<file path="src/hdl/sts_pkg.sv">
// Shared types, constants and helpers for the simplex tableau solver.
// Used by every module of the block but the RAM; depends on nothing.
`default_nettype none

package sts_pkg;

    localparam int MAX_ROWS  = 16;
    localparam int MAX_COLS  = 32;
    localparam int VAL_W     = 48;
    localparam int FRAC_W    = 24;
    localparam int ROW_W     = $clog2(MAX_ROWS + 1);
    localparam int COL_W     = $clog2(MAX_COLS);
    localparam int CNT_W     = $clog2(MAX_COLS + 1);
    localparam int LR_W      = (MAX_ROWS > 1) ? $clog2(MAX_ROWS) : 1;
    localparam int TAB_DEPTH = (MAX_ROWS + 1) * MAX_COLS;
    localparam int ADDR_W    = $clog2(TAB_DEPTH);
    localparam int DELTA_ROW = MAX_ROWS;

    localparam int S_TDATA_W  = 64;
    localparam int M_TDATA_W  = 56;
    localparam int CFG_IDX_W  = 4;
    localparam int CFG_DATA_W = 12;
    localparam int PIV_W      = 12;

    typedef logic signed [VAL_W-1:0] val_t;

    localparam val_t V_MAX = val_t'({1'b0, {(VAL_W-1){1'b1}}});
    localparam val_t V_MIN = val_t'({1'b1, {(VAL_W-1){1'b0}}});
    localparam val_t Q_ONE = val_t'(64'd1 << FRAC_W);

    // Magnitude caps for positive and negative results.
    localparam logic [VAL_W-1:0] CAP_POS = {1'b0, {(VAL_W-1){1'b1}}};
    localparam logic [VAL_W-1:0] CAP_NEG = {1'b1, {(VAL_W-1){1'b0}}};

    localparam logic [1:0] KIND_TAB   = 2'd0;
    localparam logic [1:0] KIND_BASIS = 2'd1;
    localparam logic [1:0] KIND_ART   = 2'd2;
    localparam logic [1:0] KIND_SOLVE = 2'd3;

    localparam logic [1:0] STAT_OPTIMAL    = 2'd0;
    localparam logic [1:0] STAT_INFEASIBLE = 2'd1;
    localparam logic [1:0] STAT_UNBOUNDED  = 2'd2;
    localparam logic [1:0] STAT_LIMIT      = 2'd3;

    localparam logic [CFG_IDX_W-1:0] REG_NUM_ROWS   = 4'd0;
    localparam logic [CFG_IDX_W-1:0] REG_NUM_COLS   = 4'd1;
    localparam logic [CFG_IDX_W-1:0] REG_MODE       = 4'd2;
    localparam logic [CFG_IDX_W-1:0] REG_MAX_PIVOTS = 4'd3;

    // Request to and response from an arithmetic unit.
    typedef struct packed {
        logic start;
        val_t a;
        val_t b;
    } op_req_t;

    typedef struct packed {
        logic done;
        val_t res;
    } op_rsp_t;

    function automatic logic [VAL_W-1:0] mag(input val_t v);
        return v[VAL_W-1] ? (~v + 1'b1) : v;
    endfunction

    function automatic logic [ADDR_W-1:0] tab_addr(input logic [ROW_W-1:0] r,
                                                   input logic [COL_W-1:0] c);
        return ADDR_W'(r) * ADDR_W'(MAX_COLS) + ADDR_W'(c);
    endfunction

endpackage

`default_nettype wire

</file>
<file path="src/hdl/sts_div.sv">
// Iterative Q23.24 divider: restoring division, one quotient bit a cycle,
// with saturation. Depends on sts_pkg.
`default_nettype none

module sts_div
    import sts_pkg::*;
(
    input  wire logic    aclk,
    input  wire logic    aresetn,
    input  wire op_req_t req,
    output op_rsp_t      rsp
);

    localparam int DIVD_W = VAL_W + FRAC_W;
    localparam int DCNT_W = $clog2(DIVD_W + 1);

    logic              busy_reg, fin_reg, done_reg, neg_reg;
    logic [DCNT_W-1:0] cnt_reg;
    logic [VAL_W-1:0]  mb_reg, rem_reg, rem_next;
    logic [DIVD_W-1:0] quot_reg;
    val_t              res_reg;
    logic [VAL_W:0]    trial;
    logic              ge;
    logic [VAL_W-1:0]  cap, m;

    always_comb begin
        trial    = {rem_reg, quot_reg[DIVD_W-1]};
        ge       = trial >= {1'b0, mb_reg};
        rem_next = ge ? VAL_W'(trial - {1'b0, mb_reg}) : trial[VAL_W-1:0];
        cap      = neg_reg ? CAP_NEG : CAP_POS;
        m        = ((|quot_reg[DIVD_W-1:VAL_W]) || (quot_reg[VAL_W-1:0] > cap))
                   ? cap : quot_reg[VAL_W-1:0];
    end

    always_ff @(posedge aclk) begin
        if (!aresetn) begin
            busy_reg <= 1'b0;
            fin_reg  <= 1'b0;
            done_reg <= 1'b0;
        end else begin
            done_reg <= 1'b0;
            fin_reg  <= 1'b0;
            if (req.start) begin
                if (req.b == '0) begin
                    res_reg  <= (req.a > 0) ? V_MAX : ((req.a < 0) ? V_MIN : '0);
                    done_reg <= 1'b1;
                end else begin
                    neg_reg  <= req.a[VAL_W-1] ^ req.b[VAL_W-1];
                    mb_reg   <= mag(req.b);
                    quot_reg <= {mag(req.a), {FRAC_W{1'b0}}};
                    rem_reg  <= '0;
                    cnt_reg  <= '0;
                    busy_reg <= 1'b1;
                end
            end else if (busy_reg) begin
                rem_reg  <= rem_next;
                quot_reg <= {quot_reg[DIVD_W-2:0], ge};
                cnt_reg  <= cnt_reg + 1'b1;
                if (cnt_reg == DCNT_W'(DIVD_W - 1)) begin
                    busy_reg <= 1'b0;
                    fin_reg  <= 1'b1;
                end
            end else if (fin_reg) begin
                res_reg  <= neg_reg ? val_t'(~m + 1'b1) : val_t'(m);
                done_reg <= 1'b1;
            end
        end
    end

    assign rsp.done = done_reg;
    assign rsp.res  = res_reg;

endmodule

`default_nettype wire

</file>
<file path="config.mk">
export PLATFORM = sky130hd
export DESIGN_NAME = sts_div
export DESIGN_NICKNAME = d
export VERILOG_FILES = /design/src/hdl/sts_pkg.sv /design/src/hdl/sts_div.sv
export SDC_FILE = /design/constraint.sdc
export NUM_CORES = 1
export LEC_CHECK = 0
export ABC_CLOCK_PERIOD_IN_PS = 22500
export BUFFER_PORTS_ARGS = -buffer_cell sky130_fd_sc_hd__buf_2
export CAP_MARGIN = 10
export CORE_UTILIZATION = 66
export DETAILED_ROUTE_END_ITERATION = 10
export GPL_ROUTABILITY_DRIVEN = 0
export PLACE_DENSITY = 0.87
export SYNTH_ARGS = -nofsm -noshare
export SYNTH_HDL_FRONTEND = slang
export SYNTH_SLANG_ARGS = --single-unit
</file>
<file path="constraint.sdc">
create_clock -name aclk -period 22.5 [get_ports aclk]
set_input_delay 3.375 -clock aclk [delete_from_list [all_inputs] [get_ports aclk]]
set_output_delay 3.375 -clock aclk [all_outputs]
set_load 0.02 [all_outputs]
</file>
==> results.yml <==
routing:
  wl_mm: 40.1
  drc_errors: 0
  routedWlPerCell_um: 18.1
  viasPerCell: 6.53
  via_count: 14500
  drtPass1Iterations: 6
  dr.first_iter.drc_count: 1300
  detail-route-antenna-nets: 0
clock_tree:
  cts.sinks: 227
  cts_tree: "yes"
  clkLatencyLatePin_ns: 0.54
  htreeDepth: 1
  cts_buffers: 25
  hold_buffers: 0
  path_clk_slew_ns: 0.06
  ctsRootBufferMaster: "clkbuf_16"
  clockBufferDepth: 3
  post-cts-setup-buffers: 0
  cts_resized: 0
sta:
  report.final.slew_viol_count: 0
  clock_skew_ns: 0.0202
  finalCritPeriodShare: 0.308
  setup_viol: 0
  fin_setup_tns_ns: 0
  rsz0062_at_grt: "no"
  finalHoldViolations: 0
  relSlewSlack: 0.236
  worstMarginPinSlew_ns: 1.15
  fin_crit_ns: 6.93
  setup_slack_ns: 15.57
  fmax_mhz: 144
grt:
  grt_overflow_total: 0
  grt_max_degree: 95
  grt_first_pass_wirelength_mm: 65.4
  track_usage: 0.313
  grt_antenna_before_repair: 0
  first_global_vias: 13500
die:
  start_util: 0.673
  die_h_um: 159
  core_mm2: 0.0243
  rows: 57
  die_w_um: 159
  die-area_mm2: 0.0254
  ioPinCount: 148
run_status:
  status: "finished clean"
worst_setup_path:
  path_max_fanout: 77
  critPathKind: "in2reg"
  cp.required_ns: 22.64
  crit_arrival_ns: 7.07
  worstSetupEndpointType: "flop"
  cp-start-kind: "primary input"
power:
  powerDensity_mw_per_mm2: 69.4
  ir_worst_vdd_uv: 65.5
  p_leak_uw: 0.00693
placed_design:
  dp_hpwl_mm: 28.0
  place.port_buffers: 147
  dp_slack_ns: 15.08
synth:
  yosysTopAreaCell: "edfxtp_1"
  netlist_instances: 1781
  synth.avg_cell_area_um2: 9.18
  async_flop_share: 0
  synthTopCellsByArea: "edfxtp_1, ha_1, a21oi_1, nor2_1, xnor2_1"
  yosysTopAreaCellShare: 0.411
  syn_nets: 1981
  seq_area_frac_synth: 0.415
  ys_seq_elements: 227
  synth_warnings: 0
  synthFlopType: "edfxtp_1"
  synth.distinct_cells: 82
  synth-edff-count: 224
  syn_area_mm2: 0.0164
run:
  cap_violations: 0
finish:
  area_growth_pct: 11.1
  final_cell_mix: "edfxtp_1, nor2_1, a21oi_1, nand2_1, buf_2"
  final_nets: 2079
  drive_above_1_share: 0.127
  layout_commonest_cell: "edfxtp_1"
  antennaDiodeCount: 0
  largest_reg_flops: 72
worst_hold_path:
  worstHoldPathType: "reg2reg"
==> routing by layer <==
metal  routed length (um)  global-route usage  part of all wire  vias up
li1                     -                   -                 -     6832
met1                16100               0.412              0.40     6821
met2                19500               0.523              0.48      714
met3                 3160              0.0399             0.079      116
met4                 1400               0.130             0.035        0
met5                    0                   0                 0        -
==> per-stage QoR <==
stage / std cells / instance area, um2 / hold WS, ns / power [uW] / util
5_1_grt: 2219 / 18200 / 0.539 / 1320 / 0.747
6_report: 2219 / 18200 / 0.524 / 1260 / 0.747
2_1_floorplan: 1781 / 16400 / 0.444 / 753 / -
4_1_cts: 2219 / 18200 / 0.522 / 1260 / 0.747
3_5_place_dp: 2176 / 17300 / 0.500 / 831 / 0.712
3_3_place_gp: 2176 / 17300 / 0.475 / 818 / 0.712
==> synth_stat cells (all sizes together) (4+ instances only) <==
cell type,n
a211o,8
a211oi,25
a21boi,4
a21o,22
a21oi,160
a31o,5
a31oi,21
and2,4
and3,16
buf,6
clkbuf,83
edfxtp,224
ha,100
inv,79
mux2i,10
nand2,159
nand2b,16
nand3,31
nand4,24
nor2,180
nor2b,29
nor3,40
nor3b,6
nor4,33
o211ai,6
o21a,12
o21ai,125
o21bai,4
o221ai,7
o22a,20
o22ai,6
o311ai,4
o31ai,38
o41ai,16
or2,10
or3,46
or4,24
xnor2,73
xor2,61
==> area by class of cell <==
| cell class | instances | area, um2 |
|---|---|---|
| clock buffers | 25 | 626 |
| clock inverters | 18 | 234 |
| fillers | 1677 | 6150 |
| inverters | 79 | 297 |
| multi-input cells | 1386 | 8980 |
| flip-flops and latches | 227 | 6790 |
| well taps | 324 | 405 |
| repair buffers | 160 | 840 |
==> critical path: stages <==
cell and delay, ns:
buf_2 0.12, or4_4 0.57, nor4_4 0.17, nand3_1 0.18, or3_4 0.40, or2_1 0.27, or3_1 0.37, or3_4 0.40
or4_4 0.54, nor3b_2 0.20, buf_4 0.44
==> final timing paths <==
kind	startpoint	end	slack [ns]	cells past startpoint
worst max-delay path	req[9]	rem_reg[26]	15.57	11
worst min-delay path	busy_reg	fin_reg	0.52	1
worst max register to register	neg_reg	res_reg[46]	15.60	20
worst min register to register	busy_reg	fin_reg	0.52	1
==> power breakdown <==
part / switching, uW / total [uW] / internal [uW] / leakage [uW]
Combinational: 187 / 306 / 119 / 0.00438
Sequential: 23.5 / 528 / 504 / 0.00214
Clock: 167 / 428 / 260 / 0.000413
==> cell families (layout without fill, tap and decap cells) <==
family / after synthesis / in the layout / synth area share
AND/OR/NAND/NOR: 629 / 629 / 0.192
AO/OA/AOI/OAI: 509 / 509 / 0.196
flip-flops: 227 / 227 / 0.415
buffers and inverters: 168 / 282 / 0.0389
XOR/XNOR: 134 / 134 / 0.0718
adder cells (fa/ha/maj): 101 / 101 / 0.0777
multiplexers: 13 / 13 / 0.00818
(Power assumes the default switching activity.)
