File: src/hdl/sts_pkg.sv
// Shared types, constants and helpers for the simplex tableau solver.
// Used by every module of the block but the RAM; depends on nothing.
`default_nettype none

package sts_pkg;

    localparam int MAX_ROWS  = 16;
    localparam int MAX_COLS  = 32;
    localparam int VAL_W     = 48;
    localparam int FRAC_W    = 24;
    localparam int ROW_W     = $clog2(MAX_ROWS + 1);
    localparam int COL_W     = $clog2(MAX_COLS);
    localparam int CNT_W     = $clog2(MAX_COLS + 1);
    localparam int LR_W      = (MAX_ROWS > 1) ? $clog2(MAX_ROWS) : 1;
    localparam int TAB_DEPTH = (MAX_ROWS + 1) * MAX_COLS;
    localparam int ADDR_W    = $clog2(TAB_DEPTH);
    localparam int DELTA_ROW = MAX_ROWS;

    localparam int S_TDATA_W  = 64;
    localparam int M_TDATA_W  = 56;
    localparam int CFG_IDX_W  = 4;
    localparam int CFG_DATA_W = 12;
    localparam int PIV_W      = 12;

    typedef logic signed [VAL_W-1:0] val_t;

    localparam val_t V_MAX = val_t'({1'b0, {(VAL_W-1){1'b1}}});
    localparam val_t V_MIN = val_t'({1'b1, {(VAL_W-1){1'b0}}});
    localparam val_t Q_ONE = val_t'(64'd1 << FRAC_W);

    // Magnitude caps for positive and negative results.
    localparam logic [VAL_W-1:0] CAP_POS = {1'b0, {(VAL_W-1){1'b1}}};
    localparam logic [VAL_W-1:0] CAP_NEG = {1'b1, {(VAL_W-1){1'b0}}};

    localparam logic [1:0] KIND_TAB   = 2'd0;
    localparam logic [1:0] KIND_BASIS = 2'd1;
    localparam logic [1:0] KIND_ART   = 2'd2;
    localparam logic [1:0] KIND_SOLVE = 2'd3;

    localparam logic [1:0] STAT_OPTIMAL    = 2'd0;
    localparam logic [1:0] STAT_INFEASIBLE = 2'd1;
    localparam logic [1:0] STAT_UNBOUNDED  = 2'd2;
    localparam logic [1:0] STAT_LIMIT      = 2'd3;

    localparam logic [CFG_IDX_W-1:0] REG_NUM_ROWS   = 4'd0;
    localparam logic [CFG_IDX_W-1:0] REG_NUM_COLS   = 4'd1;
    localparam logic [CFG_IDX_W-1:0] REG_MODE       = 4'd2;
    localparam logic [CFG_IDX_W-1:0] REG_MAX_PIVOTS = 4'd3;

    // Request to and response from an arithmetic unit.
    typedef struct packed {
        logic start;
        val_t a;
        val_t b;
    } op_req_t;

    typedef struct packed {
        logic done;
        val_t res;
    } op_rsp_t;

    function automatic logic [VAL_W-1:0] mag(input val_t v);
        return v[VAL_W-1] ? (~v + 1'b1) : v;
    endfunction

    function automatic logic [ADDR_W-1:0] tab_addr(input logic [ROW_W-1:0] r,
                                                   input logic [COL_W-1:0] c);
        return ADDR_W'(r) * ADDR_W'(MAX_COLS) + ADDR_W'(c);
    endfunction

endpackage

`default_nettype wire

File: src/hdl/sts_mul.sv
// Q23.24 multiplier built from one shared 24 by 24 multiplier over four
// partial products, with truncation and saturation. Depends on sts_pkg.
`default_nettype none

module sts_mul
    import sts_pkg::*;
(
    input  wire logic    aclk,
    input  wire logic    aresetn,
    input  wire op_req_t req,
    output op_rsp_t      rsp
);

    localparam int HALF_W = VAL_W - FRAC_W;
    localparam int PROD_W = 2 * HALF_W;
    localparam int ACC_W  = VAL_W + 2;

    logic              busy_reg, done_reg, neg_reg, ovf_reg;
    logic [2:0]        step_reg;
    logic [HALF_W-1:0] ah_reg, al_reg, bh_reg, bl_reg, opx, opy;
    logic [PROD_W-1:0] prod_reg;
    logic [ACC_W-1:0]  acc_reg, msum, cap;
    logic [VAL_W-1:0]  m;
    val_t              res_reg;
    logic [VAL_W-1:0]  ma, mb;

    always_comb begin
        ma = mag(req.a);
        mb = mag(req.b);
        case (step_reg)
            3'd0:    begin opx = ah_reg; opy = bh_reg; end
            3'd1:    begin opx = ah_reg; opy = bl_reg; end
            3'd2:    begin opx = al_reg; opy = bh_reg; end
            default: begin opx = al_reg; opy = bl_reg; end
        endcase
        msum = acc_reg + ACC_W'(prod_reg[PROD_W-1:FRAC_W]);
        cap  = ACC_W'(neg_reg ? CAP_NEG : CAP_POS);
        m    = (ovf_reg || (msum > cap)) ? cap[VAL_W-1:0] : msum[VAL_W-1:0];
    end

    always_ff @(posedge aclk) begin
        if (!aresetn) begin
            busy_reg <= 1'b0;
            done_reg <= 1'b0;
        end else begin
            done_reg <= 1'b0;
            if (req.start) begin
                neg_reg  <= req.a[VAL_W-1] ^ req.b[VAL_W-1];
                ah_reg   <= ma[VAL_W-1:FRAC_W];
                al_reg   <= HALF_W'(ma[FRAC_W-1:0]);
                bh_reg   <= mb[VAL_W-1:FRAC_W];
                bl_reg   <= HALF_W'(mb[FRAC_W-1:0]);
                step_reg <= '0;
                busy_reg <= 1'b1;
            end else if (busy_reg) begin
                step_reg <= step_reg + 1'b1;
                prod_reg <= opx * opy;
                case (step_reg)
                    3'd0: ;
                    3'd1: begin
                        ovf_reg <= |prod_reg[PROD_W-1:VAL_W-1-FRAC_W];
                        acc_reg <= {prod_reg[ACC_W-FRAC_W-1:0], {FRAC_W{1'b0}}};
                    end
                    3'd2, 3'd3: acc_reg <= acc_reg + ACC_W'(prod_reg);
                    default: begin
                        res_reg  <= neg_reg ? val_t'(~m + 1'b1) : val_t'(m);
                        done_reg <= 1'b1;
                        busy_reg <= 1'b0;
                    end
                endcase
            end
        end
    end

    assign rsp.done = done_reg;
    assign rsp.res  = res_reg;

endmodule

`default_nettype wire

File: config.mk
export PLATFORM = sky130hd
export DESIGN_NAME = sts_mul
export DESIGN_NICKNAME = d
export VERILOG_FILES = /design/src/hdl/sts_pkg.sv /design/src/hdl/sts_mul.sv
export SDC_FILE = /design/constraint.sdc
export NUM_CORES = 2
export LEC_CHECK = 0
export BUFFER_PORTS_ARGS = -buffer_cell sky130_fd_sc_hd__buf_4
export CORE_MARGIN = 8
export CORE_UTILIZATION = 55
export CTS_BUF_LIST = sky130_fd_sc_hd__clkbuf_8
export CTS_CLUSTER_SIZE = 25
export DETAILED_ROUTE_END_ITERATION = 12
export HOLD_SLACK_MARGIN = 0.12
export PLACE_DENSITY = 0.83
export SYNTH_ARGS = -nofsm -noshare
export SYNTH_HDL_FRONTEND = slang
export SYNTH_SLANG_ARGS = --single-unit
File: constraint.sdc
create_clock -name aclk -period 12.8 [get_ports aclk]
set_clock_uncertainty 0.05 [all_clocks]
set_input_delay 0.64 -clock aclk [delete_from_list [all_inputs] [get_ports aclk]]
set_output_delay 0.64 -clock aclk [all_outputs]
set_load 0.01 [all_outputs]
==> results.md <==
Layout:
- After filler insertion, the fill cell instance count of the layout stands at roughly 5,400.
- The total area of sequential cells is 0.00746 mm².
- Relative to the synthesized area, the layout overhead comes to 8.35%.
- The register with the most flip-flops in the layout has 50 of them.
- The share of layout cells above drive strength 1 is 0.0947.
- The area occupied by multi-input gates is 0.0265 mm².
- The final layout contains around 5,000 nets.
- The number of standard cells in the layout, taps in and fillers out is about 5,000.

Synth:
- The dominant cell by count in the synthesized netlist is inv_1.
- The share of flip-flops with an asynchronous set or reset is 0.
- After synthesis the cells add up to roughly 0.037 mm².
- The most used flip-flop cell after synthesis is edfxtp_1.
- The instance count of the mapped netlist is 4,012.
- The sequential element share of the synthesized area is 0.203.
- The netlist uses 96 different library cells.
- The top cell type by total area after synthesis is fa_1.
- After synthesis the netlist holds a flip-flop and latch count of 249.
- The share of synthesized area in the top cell type comes to 0.264.
- The mean cell area of the mapped netlist is 9.15 µm².
- Sorting the synthesized cells by area gives the leading types as fa_1 (26%), edfxtp_1 (20%), ha_1 (10%).
- Counting instances in the post-synthesis netlist gives the leading cell types as inv_1 (614), fa_1 (484), nand2_1 (440).
- The number of flops mapped to enable cells by yosys is 247.
- The post-synthesis net count is approximately 4,900.
- Yosys printed 0 warnings.

Clock tree:
- The cell at the root of the clock tree is clkbuf_8.
- The TritonCTS sink count is ~250.
- The clock reaches the later pin of the worst-skew pair after 0.66 ns.
- The number of gates resized after CTS is 0.
- The maximum clock path buffer count is 3.
- The number of buffers added for setup after CTS is 0.
- The TritonCTS clock tree is yes.
- Hold repair after CTS inserted 0 buffers.
- After clock tree synthesis, the clock-pin slew on the worst setup and hold paths is approximately 0.06 ns.
- The H-tree was split into 2 levels.
- The number of buffers inserted during clock tree synthesis is 43.

Critical path:
- The arrival time at the worst endpoint is between 10 and 15 ns.
- The cell with the largest stage delay on the worst path is nor3_1.
- STA classifies the critical path endpoint as a register.
- STA puts the critical path data required time at around 13 ns.
- The critical path's top delay family is simple AND/OR/NAND/NOR gates.
- The number of buffers and inverters on the critical path is 1.
- The delay of the slowest cell on the worst path is about 0.73 ns.
- Among the stages of the critical path, the cell type that occurs most often is ha_1.
- Of all nets on the critical path, the largest fanout is 24.
- The setup path with the least slack is of type reg -> reg.
- STA classifies the critical path startpoint as a register.

STA:
- The transition at the pin with the smallest max-transition slack is approximately 1.2 ns.
- The normalized max-slew margin is 0.172.
- The clock period minus worst slack is 10.85 ns.
- The number of max-slew violations in the final report is 0.
- Setup repair after global routing left no endpoint under its margin.
- The final setup slack of the worst path is about 2.0 ns.
- The setup violation total in the final timing report is 0.
- The fmax is roughly 90 MHz.
- The smallest hold slack is 0.169 ns.
- The total negative slack is 0 ns.
- The final count of hold timing violations came to 0.
- Of the available clock period, the critical path in the final layout requires 0.847.

Die:
- The full die area is roughly 0.075 mm².
- In this run the core area contains 94 standard-cell rows.
- The starting density of the core is 0.557.
- The die outline height is between 200 and 300 µm.
- about 150 I/O pins were placed.
- The width of the die is approximately 270 µm.
- The area of the placeable core is ~0.066 mm².

Drt:
- The count of nets left with antenna violations once routing finished came out at 0.
- The total vias in the final route is between 30,000 and 40,000.
- After detailed routing, the number of vias per cell comes to 6.06.
- The wire length reported by the detailed router is roughly 110 mm.
- The post-route DRC violation count is 0.
- The first TritonRoute pass finished after 6 iterations.
- In this run, the number of DRC markers left after iteration 0 of detailed routing was approximately 3,400.
- The average routed wire per standard cell is approximately 21 µm.

Global routing:
- The first-pass GRT wire length is roughly 170 mm.
- The global-route total usage across every layer is 0.280.
- The pin count of the biggest net entering global routing is 83.
- The number of antenna violations at the first check in global routing is 2.
- The via count of the first global-routing pass was between 30,000 and 40,000.
- Global routing finished with a remaining overflow of 0.

Job:
- The max-capacitance violation count is 0.

Placed design:
- The post-placement cell count is 4,925.
- During placement, the flow inserted port buffers numbering about 150.
- The worst slack at placement is about 2.1 ns.
- The weighted congestion reported at the end of routability-driven placement is slightly above 1.
- The half-perimeter wire length after detailed placement is a little over 80 mm.

Worst hold path:
- The worst hold-check path type is in -> reg.

Status:
- The run finished with clean final reports.
==> cell families after synthesis <==
kind of cell               share of synthesized area
AOI/OAI and AO/OA                              0.120
xor gates and xnor gates                      0.0472
adders and majority gates                      0.367
buffers and inverters                         0.0795
DFF                                            0.203
muxes                                         0.0294
and+or+nand+nor                                0.154
==> final timing paths <==
| kind | startpoint | end | slack, ns | cells past startpoint |
|---|---|---|---|---|
| setup / recovery | prod_reg[24] | res_reg[44] | 1.95 | 31 |
| hold / removal | req[0] | bl_reg[0] | 0.17 | 1 |
| setup reg to reg | prod_reg[24] | res_reg[44] | 1.95 | 31 |
| hold reg to reg | prod_reg[9] | acc_reg[33] | 0.57 | 2 |
==> layout make-up <==
class                           instances  area share
Clock inverter                         33     0.00877
Tap cell                              864      0.0272
Sequential cell                       249       0.187
Timing Repair Buffer                  200      0.0377
Clock buffer                           47      0.0163
Multi-Input combinational cell       2997       0.665
Antenna cell                            1   0.0000629
Inverter                              615      0.0580
==> through the flow <==
stage               area (µm²)  utilization
global route             39800        0.603
CTS                      39800        0.603
global placement         38800        0.588
detailed placement       38800        0.588
finish                   39800        0.603
floorplan                36700            -
==> metal layers <==
metal / part of all wire / vias up / GRT usage
li1: - / 13600 / -
met1: 0.37 / 14500 / 0.339
met2: 0.45 / 1803 / 0.454
met3: 0.10 / 457 / 0.0659
met4: 0.073 / 2 / 0.168
met5: 0.00012 / - / 0
==> cell usage in the layout (no fill, tap or decap), types with 14 or more instances in the layout <==
| cell type | netlist | final |
|---|---|---|
| nor3_1 | 39 | 39 |
| a21o_1 | 72 | 72 |
| or3_1 | 32 | 32 |
| o41ai_1 | 15 | 15 |
| nand4_1 | 30 | 30 |
| nor4_1 | 20 | 20 |
| or2_2 | 25 | 25 |
| mux2i_1 | 55 | 46 |
| o31ai_1 | 39 | 39 |
| a211oi_1 | 32 | 32 |
| and2_1 | 19 | 18 |
| nand2_1 | 440 | 440 |
| inv_1 | 614 | 619 |
| buf_4 | 1 | 200 |
| nor2b_1 | 15 | 15 |
| ha_1 | 302 | 302 |
| nand2b_1 | 31 | 31 |
| clkbuf_8 | 1 | 47 |
| o21bai_1 | 14 | 14 |
| xnor2_1 | 149 | 149 |
| mux2_2 | 47 | 47 |
| or4_1 | 23 | 23 |
| a31oi_1 | 24 | 24 |
| edfxtp_1 | 247 | 247 |
| a21oi_1 | 179 | 176 |
| nor2_1 | 438 | 437 |
| o21ai_0 | 135 | 135 |
| fa_1 | 484 | 484 |
| o21a_1 | 20 | 20 |
| nand3_1 | 62 | 62 |
| xor2_1 | 49 | 49 |
| and3_1 | 17 | 17 |
==> worst reg2reg max path, delay by kind of cell (launching register included) <==
kind            cells  cell delay, ns
flops               1            0.48
simple gates       15            5.37
buf+inv             1            0.12
compound gates     11            3.24
fa+ha+maj           4            1.44
Power is not shown: default switching activity piles up to over one toggle a cycle in this logic, so the estimate is an artifact.
